**config.mk**
```make
export PLATFORM = sky130hd
export DESIGN_NAME = capture_frame_tcp_header_parser
export DESIGN_NICKNAME = d
export VERILOG_FILES = /design/src/hdl/cfthp_pkg.sv /design/src/hdl/cfthp_cfg.sv /design/src/hdl/cfthp_parse.sv /design/src/hdl/capture_frame_tcp_header_parser.sv
export SDC_FILE = /design/constraint.sdc
export NUM_CORES = 2
export LEC_CHECK = 0
export ABC_AREA = 1
export ABC_CLOCK_PERIOD_IN_PS = 9700
export BUFFER_PORTS_ARGS = -buffer_cell sky130_fd_sc_hd__buf_2
export CORE_MARGIN = 2
export CORE_UTILIZATION = 55
export CTS_CLUSTER_SIZE = 14
export DETAILED_ROUTE_END_ITERATION = 10
export PLACE_DENSITY_LB_ADDON = 0.08
export SETUP_SLACK_MARGIN = 0.3
export SYNTH_ARGS = -nofsm -noshare
export SYNTH_HDL_FRONTEND = slang
export SYNTH_SLANG_ARGS = --single-unit
```
**constraint.sdc**
```tcl
create_clock -name i_clk -period 9.7 [get_ports i_clk]
set_input_delay 1.455 -clock i_clk [delete_from_list [all_inputs] [get_ports i_clk]]
set_output_delay 1.455 -clock i_clk [all_outputs]
set_load 0.01 [all_outputs]
```
**src/hdl/cfthp_pkg.sv**
```systemverilog
// package: shared types and constants for the tcp header parser
package cfthp_pkg;

    localparam int MAX_FRAME_BYTES = 65535;

    typedef enum logic [2:0] {
        PH_LINK = 3'd0,
        PH_VLAN = 3'd1,
        PH_IP4  = 3'd2,
        PH_IP6  = 3'd3,
        PH_EXT  = 3'd4,
        PH_TCP  = 3'd5,
        PH_PAY  = 3'd6
    } t_phase;

    localparam logic [2:0] V_TCP       = 3'd0;
    localparam logic [2:0] V_TRUNC     = 3'd1;
    localparam logic [2:0] V_BAD_LINK  = 3'd2;
    localparam logic [2:0] V_NOT_IP    = 3'd3;
    localparam logic [2:0] V_NOT_TCP   = 3'd4;
    localparam logic [2:0] V_BAD_HLEN  = 3'd5;
    localparam logic [2:0] V_NO_PAY    = 3'd6;

    localparam logic [2:0] LK_ETH  = 3'd0;
    localparam logic [2:0] LK_SLL2 = 3'd1;
    localparam logic [2:0] LK_SLL  = 3'd2;
    localparam logic [2:0] LK_NULL = 3'd3;
    localparam logic [2:0] LK_RAW  = 3'd4;

    localparam logic [15:0] ET_VLAN = 16'h8100;
    localparam logic [15:0] ET_QINQ = 16'h88A8;
    localparam logic [15:0] ET_IP4  = 16'h0800;
    localparam logic [15:0] ET_IP6  = 16'h86DD;

    localparam logic [7:0] NH_HOP   = 8'd0;
    localparam logic [7:0] NH_ROUTE = 8'd43;
    localparam logic [7:0] NH_TCP   = 8'd6;
    localparam logic [7:0] TLS_HS   = 8'h16;

    localparam logic [0:0] REG_LINK_KIND = 1'b0;

    typedef struct packed {
        logic [2:0]  verdict;
        logic [2:0]  ip_ver;
        logic [63:0] sa_hi;
        logic [63:0] sa_lo;
        logic [63:0] da_hi;
        logic [63:0] da_lo;
        logic [15:0] sport;
        logic [15:0] dport;
        logic [31:0] seq;
        logic [15:0] off;
        logic [15:0] plen;
        logic        hs;
    } t_result;

endpackage

```
**src/hdl/cfthp_cfg.sv**
```systemverilog
// module: apb register block holding the link kind
module cfthp_cfg (
    input  logic        i_clk,
    input  logic        i_rst_n,
    input  logic        psel,
    input  logic        penable,
    input  logic        pwrite,
    input  logic [0:0]  paddr,
    input  logic [31:0] pwdata,
    output logic [31:0] prdata,
    output logic        pready,
    output logic [2:0]  o_link_kind
);
    logic [2:0] r_link_kind;

    always_ff @(posedge i_clk) begin
        if (!i_rst_n) begin
            r_link_kind <= '0;
        end else if (psel && penable && pwrite && paddr == cfthp_pkg::REG_LINK_KIND) begin
            r_link_kind <= pwdata[2:0];
        end
    end

    assign pready      = 1'b1;
    assign prdata      = (paddr == cfthp_pkg::REG_LINK_KIND) ? {29'd0, r_link_kind} : 32'd0;
    assign o_link_kind = r_link_kind;
endmodule

```
**src/hdl/cfthp_parse.sv**
```systemverilog
// module: per-byte header parsing state and result formation
module cfthp_parse #(
    parameter int MAX_FRAME_BYTES = cfthp_pkg::MAX_FRAME_BYTES
) (
    input  logic                i_clk,
    input  logic                i_rst_n,
    input  logic                i_take,
    input  logic [7:0]          i_byte,
    input  logic                i_end,
    input  logic [2:0]          i_link_kind,
    output logic                o_done,
    output cfthp_pkg::t_result  o_res
);
    localparam int PW = $clog2(MAX_FRAME_BYTES + 1);

    cfthp_pkg::t_phase r_ph, n_ph;
    logic [PW-1:0] r_pos, n_pos;
    logic [15:0]   r_et, n_et;
    logic [PW-1:0] r_ss, n_ss;
    logic [15:0]   r_sl, n_sl;
    logic [7:0]    r_np, n_np;
    logic [63:0]   r_a [4];
    logic [63:0]   n_a [4];
    logic [63:0]   r_ps, n_ps;
    logic [2:0]    r_cm, n_cm;
    logic [2:0]    r_err, n_err;
    logic [2:0]    r_fk, n_fk;
    logic [2:0]    r_iv, n_iv;
    logic          r_h1, n_h1, r_h7, n_h7;

    logic [PW-1:0] rel, p1, plen, off;
    logic [31:0]   seq;
    logic          hs, strip;
    logic [2:0]    fk;
    logic          pe;

    always_comb begin
        n_ph = r_ph; n_pos = r_pos; n_et = r_et; n_ss = r_ss; n_sl = r_sl;
        n_np = r_np; n_a = r_a; n_ps = r_ps; n_cm = r_cm; n_err = r_err;
        n_fk = r_fk; n_iv = r_iv; n_h1 = r_h1; n_h7 = r_h7;
        p1 = r_pos + PW'(1);
        fk = r_fk;
        pe = 1'b0;
        rel = '0;
        if (r_pos < PW'(MAX_FRAME_BYTES)) begin
            if (r_pos == '0) begin
                fk = i_link_kind;
                n_fk = fk;
                if (fk > cfthp_pkg::LK_RAW) n_err = cfthp_pkg::V_BAD_LINK;
                else if (fk == cfthp_pkg::LK_RAW) begin
                    n_ss = '0;
                    if (i_byte[7:4] == 4'd4) begin
                        n_ph = cfthp_pkg::PH_IP4; n_sl = 16'd20; n_iv = 3'd4;
                    end else begin
                        n_ph = cfthp_pkg::PH_IP6; n_sl = 16'd40; n_iv = 3'd6;
                    end
                end
            end
            rel = r_pos - n_ss;
            if (n_err == '0) begin
                case (n_ph)
                    cfthp_pkg::PH_LINK: begin
                        if (fk == cfthp_pkg::LK_ETH) begin
                            if (rel == PW'(12)) n_et = {i_byte, 8'd0};
                            if (rel == PW'(13)) begin n_et = {r_et[15:8], i_byte}; pe = 1'b1; end
                        end else if (fk == cfthp_pkg::LK_SLL2) begin
                            if (rel == PW'(0)) n_et = {i_byte, 8'd0};
                            if (rel == PW'(1)) n_et = {r_et[15:8], i_byte};
                            if (rel == PW'(19)) pe = 1'b1;
                        end else if (fk == cfthp_pkg::LK_SLL) begin
                            if (rel == PW'(14)) n_et = {i_byte, 8'd0};
                            if (rel == PW'(15)) begin n_et = {r_et[15:8], i_byte}; pe = 1'b1; end
                        end else begin
                            if (rel == PW'(0))
                                n_et = (i_byte == 8'd2) ? cfthp_pkg::ET_IP4 : cfthp_pkg::ET_IP6;
                            else if (i_byte != 8'd0) n_et = cfthp_pkg::ET_IP6;
                            if (rel == PW'(3)) pe = 1'b1;
                        end
                    end
                    cfthp_pkg::PH_VLAN: begin
                        if (rel == PW'(2)) n_et = {i_byte, 8'd0};
                        if (rel == PW'(3)) begin n_et = {r_et[15:8], i_byte}; pe = 1'b1; end
                    end
                    cfthp_pkg::PH_IP4: begin
                        if (rel == PW'(0) && i_byte[7:4] != 4'd4) n_err = cfthp_pkg::V_NOT_IP;
                        else if (rel == PW'(0) && i_byte[3:0] < 4'd5) n_err = cfthp_pkg::V_BAD_HLEN;
                        else if (rel == PW'(9) && i_byte != cfthp_pkg::NH_TCP)
                            n_err = cfthp_pkg::V_NOT_TCP;
                        else begin
                            if (rel == PW'(0)) n_sl = 16'({i_byte[3:0], 2'b00});
                            if (rel >= PW'(12) && rel < PW'(16))
                                n_a[1] = {32'd0, r_a[1][23:0], i_byte};
                            if (rel >= PW'(16) && rel < PW'(20))
                                n_a[3] = {32'd0, r_a[3][23:0], i_byte};
                            if (rel + PW'(1) == n_sl) begin
                                n_ph = cfthp_pkg::PH_TCP; n_ss = p1; n_sl = 16'd20;
                            end
                        end
                    end
                    cfthp_pkg::PH_IP6: begin
                        if (rel == PW'(0) && i_byte[7:4] != 4'd6) n_err = cfthp_pkg::V_NOT_IP;
                        else begin
                            if (rel == PW'(6)) n_np = i_byte;
                            if (rel >= PW'(8) && rel < PW'(40))
                                n_a[rel[4:3] - 2'd1] = {r_a[rel[4:3] - 2'd1][55:0], i_byte};
                            if (rel == PW'(39)) begin
                                if (r_np == cfthp_pkg::NH_HOP || r_np == cfthp_pkg::NH_ROUTE) begin
                                    n_ph = cfthp_pkg::PH_EXT; n_ss = p1; n_sl = 16'd8;
                                end else if (r_np != cfthp_pkg::NH_TCP)
                                    n_err = cfthp_pkg::V_NOT_TCP;
                                else begin
                                    n_ph = cfthp_pkg::PH_TCP; n_ss = p1; n_sl = 16'd20;
                                end
                            end
                        end
                    end
                    cfthp_pkg::PH_EXT: begin
                        if (rel == PW'(0)) n_np = i_byte;
                        if (rel == PW'(1)) n_sl = 16'({3'd0, i_byte, 3'd0} + 14'd8);
                        if (rel + PW'(1) == n_sl) begin
                            if (n_np == cfthp_pkg::NH_HOP || n_np == cfthp_pkg::NH_ROUTE) begin
                                n_ph = cfthp_pkg::PH_EXT; n_ss = p1; n_sl = 16'd8;
                            end else if (n_np != cfthp_pkg::NH_TCP)
                                n_err = cfthp_pkg::V_NOT_TCP;
                            else begin
                                n_ph = cfthp_pkg::PH_TCP; n_ss = p1; n_sl = 16'd20;
                            end
                        end
                    end
                    cfthp_pkg::PH_TCP: begin
                        if (rel < PW'(8)) n_ps = {r_ps[55:0], i_byte};
                        if (rel == PW'(12) && i_byte[7:4] < 4'd5) n_err = cfthp_pkg::V_BAD_HLEN;
                        else begin
                            if (rel == PW'(12)) n_sl = 16'({i_byte[7:4], 2'b00});
                            if (rel + PW'(1) == n_sl) begin
                                n_ph = cfthp_pkg::PH_PAY; n_ss = p1; n_sl = '0; n_cm = '0;
                            end
                        end
                    end
                    default: begin
                        if (rel < PW'(5)) begin
                            if (r_cm == rel[2:0] && i_byte == (rel == PW'(0) ? 8'h14 :
                                rel == PW'(3) ? 8'h00 : rel == PW'(4) ? 8'h01 : 8'h03))
                                n_cm = rel[2:0] + 3'd1;
                            else n_cm = 3'd7;
                        end
                        if (rel == PW'(0)) n_h1 = (i_byte == cfthp_pkg::TLS_HS);
                        if (rel == PW'(6)) n_h7 = (i_byte == cfthp_pkg::TLS_HS);
                    end
                endcase
                if (pe) begin
                    if (fk == cfthp_pkg::LK_ETH &&
                        (n_et == cfthp_pkg::ET_VLAN || n_et == cfthp_pkg::ET_QINQ)) begin
                        n_ph = cfthp_pkg::PH_VLAN; n_ss = p1; n_sl = 16'd4;
                    end else if (n_et == cfthp_pkg::ET_IP4) begin
                        n_ph = cfthp_pkg::PH_IP4; n_ss = p1; n_sl = 16'd20; n_iv = 3'd4;
                    end else if (n_et == cfthp_pkg::ET_IP6) begin
                        n_ph = cfthp_pkg::PH_IP6; n_ss = p1; n_sl = 16'd40; n_iv = 3'd6;
                    end else n_err = cfthp_pkg::V_NOT_IP;
                end
            end
            n_pos = p1;
        end
    end

    // result from the updated state
    always_comb begin
        plen  = n_pos - n_ss;
        off   = n_ss;
        seq   = n_ps[31:0];
        hs    = n_h1;
        strip = (plen >= PW'(6)) && (n_cm == 3'd5);
        if (strip) begin
            plen = plen - PW'(6);
            off  = off + PW'(6);
            seq  = seq + 32'd6;
            hs   = n_h7;
        end
        o_res = '0;
        if (n_err != '0) o_res.verdict = n_err;
        else if (n_ph != cfthp_pkg::PH_PAY) o_res.verdict = cfthp_pkg::V_TRUNC;
        else begin
            o_res.verdict    = (plen == '0) ? cfthp_pkg::V_NO_PAY : cfthp_pkg::V_TCP;
            o_res.ip_ver     = n_iv;
            o_res.sa_hi = n_a[0]; o_res.sa_lo = n_a[1];
            o_res.da_hi = n_a[2]; o_res.da_lo = n_a[3];
            o_res.sport = n_ps[63:48]; o_res.dport = n_ps[47:32];
            o_res.seq   = seq;
            o_res.off   = 16'(off);
            o_res.plen  = 16'(plen);
            o_res.hs    = (plen != '0) && hs;
        end
    end

    assign o_done = i_take && i_end;

    always_ff @(posedge i_clk) begin
        if (!i_rst_n || o_done) begin
            r_ph <= cfthp_pkg::PH_LINK; r_pos <= '0; r_et <= '0; r_ss <= '0; r_sl <= '0;
            r_np <= '0; r_a <= '{default: '0}; r_ps <= '0; r_cm <= '0; r_err <= '0;
            r_fk <= '0; r_iv <= '0; r_h1 <= 1'b0; r_h7 <= 1'b0;
        end else if (i_take) begin
            r_ph <= n_ph; r_pos <= n_pos; r_et <= n_et; r_ss <= n_ss; r_sl <= n_sl;
            r_np <= n_np; r_a <= n_a; r_ps <= n_ps; r_cm <= n_cm; r_err <= n_err;
            r_fk <= n_fk; r_iv <= n_iv; r_h1 <= n_h1; r_h7 <= n_h7;
        end
    end
endmodule

```
**src/hdl/capture_frame_tcp_header_parser.sv**
```systemverilog
// top level: streaming link, ip and tcp header parser for captured frames
// One frame byte is taken per cycle unless o_stall holds it; a request ends at the byte
// marked frame end, and its single result appears in the output register in the next cycle.
// The byte-wide parse state update is the only loop. A new byte is accepted while a result
// waits unless the output register is full and stalled.
module capture_frame_tcp_header_parser #(
    parameter int MAX_FRAME_BYTES = cfthp_pkg::MAX_FRAME_BYTES
) (
    input  logic        i_clk,
    input  logic        i_rst_n,
    input  logic        psel,
    input  logic        penable,
    input  logic        pwrite,
    input  logic [0:0]  paddr,
    input  logic [31:0] pwdata,
    output logic [31:0] prdata,
    output logic        pready,
    input  logic        i_valid,
    output logic        o_stall,
    input  logic [7:0]  i_frame_byte,
    input  logic        i_frame_end,
    output logic        o_valid,
    input  logic        i_stall,
    output logic [2:0]  o_verdict,
    output logic [2:0]  o_ip_ver,
    output logic [63:0] o_source_addr_high,
    output logic [63:0] o_source_addr_low,
    output logic [63:0] o_dest_addr_high,
    output logic [63:0] o_dest_addr_low,
    output logic [15:0] o_source_port,
    output logic [15:0] o_dest_port,
    output logic [31:0] o_sequence_res,
    output logic [15:0] o_payload_offset,
    output logic [15:0] o_payload_length,
    output logic        o_handshake_start
);
    logic [2:0] link_kind;
    logic take, done;
    cfthp_pkg::t_result res, r_res;
    logic r_valid;

    cfthp_cfg u_cfg (
        .i_clk, .i_rst_n, .psel, .penable, .pwrite, .paddr, .pwdata,
        .prdata, .pready, .o_link_kind(link_kind)
    );

    assign o_stall = r_valid && i_stall;
    assign take    = i_valid && !o_stall;

    cfthp_parse #(.MAX_FRAME_BYTES(MAX_FRAME_BYTES)) u_parse (
        .i_clk, .i_rst_n, .i_take(take), .i_byte(i_frame_byte), .i_end(i_frame_end),
        .i_link_kind(link_kind), .o_done(done), .o_res(res)
    );

    always_ff @(posedge i_clk) begin
        if (!i_rst_n) begin
            r_valid <= 1'b0;
        end else if (done) begin
            r_valid <= 1'b1;
        end else if (!i_stall) begin
            r_valid <= 1'b0;
        end
    end

    always_ff @(posedge i_clk) begin
        if (done) begin
            r_res <= res;
        end
    end

    assign o_valid            = r_valid;
    assign o_verdict          = r_res.verdict;
    assign o_ip_ver           = r_res.ip_ver;
    assign o_source_addr_high = r_res.sa_hi;
    assign o_source_addr_low  = r_res.sa_lo;
    assign o_dest_addr_high   = r_res.da_hi;
    assign o_dest_addr_low    = r_res.da_lo;
    assign o_source_port      = r_res.sport;
    assign o_dest_port        = r_res.dport;
    assign o_sequence_res     = r_res.seq;
    assign o_payload_offset   = r_res.off;
    assign o_payload_length   = r_res.plen;
    assign o_handshake_start  = r_res.hs;

    a_no_drop: assert property (@(posedge i_clk) disable iff (!i_rst_n)
        (o_valid && i_stall) |-> o_stall)
        else $error("result overwritten while stalled");
    a_end_gives_result: assert property (@(posedge i_clk) disable iff (!i_rst_n)
        (i_valid && !o_stall && i_frame_end) |=> o_valid)
        else $error("frame end without result");
    a_hs_needs_payload: assert property (@(posedge i_clk) disable iff (!i_rst_n)
        (o_valid && o_handshake_start) |-> (o_verdict == cfthp_pkg::V_TCP))
        else $error("handshake flag without payload");
endmodule

```
---- After elaboration in Yosys (flattened, before gate mapping) ----
Cells that the tools add are included.
operators by class
  $add $sub $neg .......................... 10
  magnitude comparators ................... 15
  equal/unequal tests ..................... 44
  multiplexer cells ....................... 210
  bitwise logic cells ..................... 2
  reductions and logical operators ........ 43
operators with widths
  operator                 number
  $mux W16                 79
  $mux W256                4
  $mux W64                 15
  $bwmux W256              1
  $pmux W64 S2             2
  $mux W3                  64
  $bmux W64 S2             1
  $demux W64 S2            1
  $pmux W16 S4             2
  $mux W56                 2
  $eq A16 B4 Y1 const B    5
  $mux W8                  8
  $eq A16 B16 Y1           3
  $eq A16 B16 Y1 const B   3
  $logic_not A16 Y1        3
  $add A16 B1 Y16 const B  2
  $add A32 B3 Y32 const B  1
  $eq A16 B2 Y1 const B    2
  $eq A16 B3 Y1 const B    2
  $ge A16 B4 Y1 const B    2
  $lt A16 B5 Y1 const B    2
  $mux W32                 1
  $pmux W16 S2             1
  $sub A16 B16 Y16         2
  57 further kinds         116
storage, ports and cells
  flip-flop bits (word level) ............. 772
  input port bits ......................... 49
  output and inout bits ................... 394

---- Logic depth before layout (Yosys ltp) ----
  word-level depth ........................ 34
  gate-level depth with buffers ........... 78
  mapped depth without buffers ............ 75

---- By module ----
A second synthesis with hierarchy kept.
unflattened totals
  cell total of the unflattened synthesis .. 6,608
  area, all modules ....................... 46,948.8 µm²
by module, submodules not included
  module                           instances  cells each  area an instance (µm²)  seq. area each (µm²)
  cfthp_parse                      1          6,178       35,690.5                8,187.9
  capture_frame_tcp_header_parser  1          367         10,836.6                10,800.4
  cfthp_cfg                        1          63          421.7                   60.1

---- Worst setup path after synthesis ----
Ideal clock, no wire load.
  path type ............................... register to register
  start ................................... register u_parse.r_pos[0]
  end ..................................... register r_res (netlist bit o_handshake_start) (data pin)
  setup time .............................. 0.260 ns
  arrival time ............................ 9.199 ns
  path slack .............................. 0.241 ns
  cell stages (with the launch flop) ...... 67
  buffers on the path ..................... 7
  cell sequence ........................... dfxtp_1 > inv_1 > ha_1 > nand3_1 > nor2_2 > nand3_4 > buf_6 > clkbuf_1 > buf_1 > nand2_1 > ha_1 > nand3b_1 > nand2_1 > inv_2 > clkbuf_1 > clkbuf_1 > ha_1 > inv_1 > [... 31 more ...] > a21oi_1 > o21bai_1 > nand2_1 > inv_1 > o21ai_0 > nand2_1 > xor2_1 > inv_1 > nor4_1 > nand3_2 > nand2_2 > buf_6 > buf_6 > nand2_1 > o21ai_2 > nand3_1 > nor2_1 > a21oi_1
between the ends
  longest elaborated chain between the ends .. 30
  elaborated cells on any way between the ends .. 196
  classes of those cells .................. add/sub: 6; order compare: 3; eq/ne: 32; mux: 133; reduce/logical: 22
RTL lines
  what                     line                                   text
  from (decl)              cfthp_parse.sv:17                      logic [PW-1:0] r_pos, n_pos;
  from (signal assigned)   cfthp_parse.sv:203                     r_ph <= n_ph; r_pos <= n_pos; r_et <= n_et; r_ss <= n_ss; r_sl <= n_sl;
  $logic_not A16 Y1        cfthp_parse.sv:46                      if (r_pos == '0) begin
  $mux W16                 cfthp_parse.sv:46
  $mux W16                 cfthp_parse.sv:45                      if (r_pos < PW'(MAX_FRAME_BYTES)) begin
  $sub A16 B16 Y16         cfthp_parse.sv:59                      rel = r_pos - n_ss;
  $logic_not A16 Y1        --
  $mux W16                 cfthp_parse.sv:90                      if (rel == PW'(0)) n_sl = 16'({i_byte[3:0], 2'b00});
  $mux W16                 cfthp_parse.sv:87                      else if (rel == PW'(9) && i_byte != cfthp_pkg::NH_TCP)
  $mux W16                 cfthp_parse.sv:86                      else if (rel == PW'(0) && i_byte[3:0] < 4'd5) n_err = cfthp_pkg::V_BAD_HLEN;
  [... 15 more ...]        --
  $mux W16 (*)             cfthp_parse.sv:45
  via u_parse.n_ss[0]      cfthp_parse.sv:19                      logic [PW-1:0] r_ss, n_ss;
  $sub A16 B16 Y16 (*)     cfthp_parse.sv:168                     plen = n_pos - n_ss;
  $ge A16 B3 Y1            cfthp_parse.sv:172                     strip = (plen >= PW'(6)) && (n_cm == 3'd5);
  $logic_and A1 B1 Y1      cfthp_parse.sv:172
  $mux W16                 cfthp_parse.sv:173                     if (strip) begin
  $reduce_bool A16 Y1      cfthp_parse.sv:191                     o_res.hs = (plen != '0) && hs;
  $logic_and A1 B1 Y1 (*)  cfthp_parse.sv:191
  to (signal assigned)     capture_frame_tcp_header_parser.sv:67  r_res <= res;
  to (decl)                capture_frame_tcp_header_parser.sv:39  cfthp_pkg::t_result res, r_res;
The timed path passes the listed nets; every way through them passes the cells marked *. The select of a mux whose other input is x is not followed.
A chain may end at the register's enable or synchronous reset.

==> results.sh <==
export IMPL_outcome="finished, final reports clean"
export IMPL_timing_critical_path_mode_cell="sky130_fd_sc_hd__nand2_1"
export IMPL_detail_route_wirelength_um=175000
export IMPL_min_delay_start="u_parse.r_iv[2]$_SDFFE_PP0P_"
export IMPL_grt_start_max_net_pins=234
export IMPL_ctsHtreeMaxLevel=3
export IMPL_synth_top_flop_cell="sky130_fd_sc_hd__dfxtp_1"
export IMPL_post_detailed_placement_cell_area_um2=53600
export IMPL_ys_warn_count=0
export IMPL_fp_coreArea_um2=86600
export IMPL_post_place_ws_ns=-0.365
export IMPL_grt_usage_pct=36.9
export IMPL_clock_power_share_pct=33.3
export IMPL_worst_r2r_endpoint="o_verdict[1]$_DFFE_PP_"
export IMPL_register_area_um2=19100
export IMPL_setup_tns_final_ns=0
export IMPL_worst_setup_hold_path_clk_slew_ns=0.07
export IMPL_avgRoutedWirePerCell_um=20.2
export IMPL_cell_internal_pwr_mw=6.56
export IMPL_critical_path_required_ns=10.23
export IMPL_postSynthAreaPerCell_um2=7.04
export IMPL_p_comb_share_pct=31.0
export IMPL_port_buffer_count=383
export IMPL_max_freq_mhz=109
export IMPL_fin_worst_hold_slack_ns=0.458
export IMPL_grt_antenna_before_repair=0
export IMPL_reg2reg_from="u_parse.r_pos[0]$_SDFFE_PP0P_"
export IMPL_synthesis_instances=6828
export IMPL_cts_num_sinks=772
export IMPL_max_stage_delay_ns=0.33
export IMPL_clock_tree_buffer_depth=3
export IMPL_synth_seq_cells=772
export IMPL_min_delay_worst_endpoint="u_parse.r_iv[2]$_SDFFE_PP0P_"
export IMPL_yosysSeqAreaShare_pct=39.6
export IMPL_finalHoldViolations=0
export IMPL_initial_core_util_pct=55.5
export IMPL_nature_of_the_critical_path_endpoint="register"
export IMPL_cts_tree="done"
export IMPL_drive_gt1_share_pct=19.7
export IMPL_start_kind="register"
export IMPL_place_detailed_instances=8434
export IMPL_floorplan_die_height_um=300
export IMPL_setup_repair_after_global_routing_missed_its_margin="true"
export IMPL_fp_row_count=108
export IMPL_r2r_slack_ns=0.55
export IMPL_layout_core_utilization_pct=67.7
export IMPL_cap_viol_max_count=0
export IMPL_gp_routability_congestion=1.05
export IMPL_synthToLayoutAreaGrowth_pct=22.1
export IMPL_cell_area_synth_um2=48000
export IMPL_grt_overflow_total=0
export IMPL_fill_cells=7578
export IMPL_floorplan_die_area_um2=89700
export IMPL_setup_slack_ns=0.554
export IMPL_leakagePower_nw=27.6
export IMPL_insertion_delay_ns=0.70
export IMPL_synth_top_area_share_pct=22.4
export IMPL_boundaryPins=443
export IMPL_power_switching_share_pct=36.2
export IMPL_total_power_mw=10.3
export IMPL_yosysMostFrequentCell="sky130_fd_sc_hd__nand2_1"
export IMPL_detailedRoute_firstIterationViolations=5848
export IMPL_design_final_nets=7522
export IMPL_layout_cell_area_non_filler_um2=58600
export IMPL_timing_hold_worst_class="reg2reg"
export IMPL_power_net_switching_mw=3.72
export IMPL_synth_area_top_cells="sky130_fd_sc_hd__edfxtp_1 22%, sky130_fd_sc_hd__dfxtp_1 17%, sky130_fd_sc_hd__nand2_1 11%"
export IMPL_worst_pin_slew_ns=1.26
export IMPL_synth_async_sr_flop_share_pct=0
export IMPL_first_pass_iteration_count_of_the_detailed_router=7
export IMPL_grt_pass1_vias=44700
export IMPL_first_pass_grt_wire_length_um=260000
export IMPL_max_vdd_ir_drop_mv=0.172
export IMPL_worstPathMaxFanout=10
export IMPL_max_slew_margin_rel_pct=15.6
export IMPL_clock_skew_ns=0.0412
export IMPL_cp_num_buf_inv=16
export IMPL_multi_input_comb_area_um2=24700
export IMPL_cpLargestDelayFamily="simple AND/OR/NAND/NOR gates"
export IMPL_number_of_max_slew_violations_in_the_final_report=0
export IMPL_drc_errors=0
export IMPL_numCtsBuffers=86
export IMPL_worst_ep_arrival_time_ns=9.68
export IMPL_pwr_per_cell_area_nw_per_um2=175
export IMPL_vias=50300
export IMPL_number_of_standard_cells_in_the_final_layout_excluding_fillers=8656
export IMPL_synthDistinctLibCells=72
export IMPL_setup_viols_final=0
export IMPL_final_period_minus_worst_setup_slack_ns=9.15
export IMPL_min_path_cells=2
export IMPL_final_cycle_utilization_of_the_critical_path_pct=94.3
export IMPL_clock_root_buffer="sky130_fd_sc_hd__clkbuf_16"
export IMPL_final_antenna_net_count=0
export IMPL_vias_per_cell=5.81
export IMPL_p_seq_share_pct=35.7
export IMPL_dp_final_hpwl_um=117000
export IMPL_die_width_um=300
export IMPL_count_of_flip_flops_with_a_built_in_enable_after_synthesis=359
export IMPL_yosysTopAreaCell="sky130_fd_sc_hd__edfxtp_1"
export IMPL_post_synth_most_frequent_cells="1,388 x sky130_fd_sc_hd__nand2_1, 991 x sky130_fd_sc_hd__inv_1, 649 x sky130_fd_sc_hd__o21ai_0"
export IMPL_slowest_stage="sky130_fd_sc_hd__dfxtp_2"
export IMPL_worst_r2r_cell_count=70
export IMPL_diodes=0
export IMPL_timing_setup_critical_path_class="reg2reg"
worst max-delay path by stage:
stage	start	endpoint	slack, ns	cells after the start
6_report	u_parse.r_pos[0]$_SDFFE_PP0P_	o_verdict[1]$_DFFE_PP_	0.55	70
2_1_floorplan	i_stall	o_dest_addr_high[0]$_SDFFCE_PP0P_	0.30	5
5_1_grt	u_parse.r_pos[0]$_SDFFE_PP0P_	o_verdict[1]$_DFFE_PP_	-0.02	66
3_3_place_gp	u_parse.r_pos[0]$_SDFFE_PP0P_	o_verdict[1]$_DFFE_PP_	-0.16	72
4_1_cts	u_parse.r_pos[0]$_SDFFE_PP0P_	o_verdict[1]$_DFFE_PP_	0.31	70
3_5_place_dp	u_parse.r_pos[0]$_SDFFE_PP0P_	o_verdict[1]$_DFFE_PP_	-0.36	70
state kept, by name (all words and copies together), names as in the netlist, 32 cells and up:
register / flops
o_dest_addr_high: 64
o_dest_addr_low: 64
o_sequence_res: 32
o_source_addr_high: 64
o_source_addr_low: 64
u_parse.r_a: 256
u_parse.r_ps: 64
cells by family (layout without fill, tap and decap cells):
family,after synthesis,in the layout,share of synthesized area [%]
multiplexers,36,36,0.750
XOR/XNOR,66,66,1.22
flip-flops,772,772,39.6
AND/OR/NAND/NOR,2553,2554,22.4
adder cells (fa/ha/maj),46,46,1.21
AO/OA/AOI/OAI,1855,1855,22.6
buffers and inverters,1498,2142,12.2
other,2,30,0.0156
layout by cell type, fill, tap and decap left out, types with 70 or more instances in the layout:
cell,n
sky130_fd_sc_hd__a21oi_1,540
sky130_fd_sc_hd__dfxtp_1,409
sky130_fd_sc_hd__buf_2,383
sky130_fd_sc_hd__nand2_2,76
sky130_fd_sc_hd__inv_1,971
sky130_fd_sc_hd__nor2_1,585
sky130_fd_sc_hd__edfxtp_1,359
sky130_fd_sc_hd__o211ai_1,304
sky130_fd_sc_hd__buf_4,502
sky130_fd_sc_hd__a22oi_1,130
sky130_fd_sc_hd__o21ai_0,635
sky130_fd_sc_hd__o31ai_1,70
sky130_fd_sc_hd__nand3_1,234
sky130_fd_sc_hd__clkbuf_16,92
sky130_fd_sc_hd__nand2_1,1306
power by group through the flow:
stage / registers, mW / logic (mW) / clock network, mW
after floorplan: 3.75 / 1.71 / 0
after global placement: 3.73 / 2.83 / 0
after detailed placement: 3.73 / 2.86 / 0
after CTS: 3.66 / 2.90 / 3.45
after global routing: 3.68 / 3.43 / 3.58
final: 3.67 / 3.18 / 3.43
worst register-to-register path: cells and delay by family, from the launching register on:
family          cells  cell delay [ns]
simple gates       41             4.65
buf+inv            16             1.83
compound gates      9             1.26
fa+ha+maj           3             0.67
flops               1             0.33
xor+xnor            1             0.21
layout make-up:
class / instances / share of cell area, %
multi-input cells: 4587 / 42.2
flip-flops and latches: 772 / 32.5
clock buffers: 113 / 4.09
repair buffers: 931 / 11.0
clock inverters: 49 / 0.956
inverters: 1049 / 6.80
well taps: 1155 / 2.46
what timing repair did:
item / in CTS / in global routing
cloned: 0 / 5
hold endpoints to repair: 0 / 0
resized for setup: 43 / 339
setup buffers: 1 / 54
pin swaps: 6 / 112
hold buffers: 0 / 0
endpoints found under the setup margin: 64 / 64
layer usage:
metal	GRT usage, %	routed length [um]	share of wire, %	vias to the layer above
li1	-	-	-	23900
met2	59.4	80300	46	2393
met1	50.3	71400	41	23600
met4	14.8	7860	4.5	0
met3	4.99	15200	8.7	414
met5	0	0	0	-
Note: power is estimated with default switching activity, not from simulation.
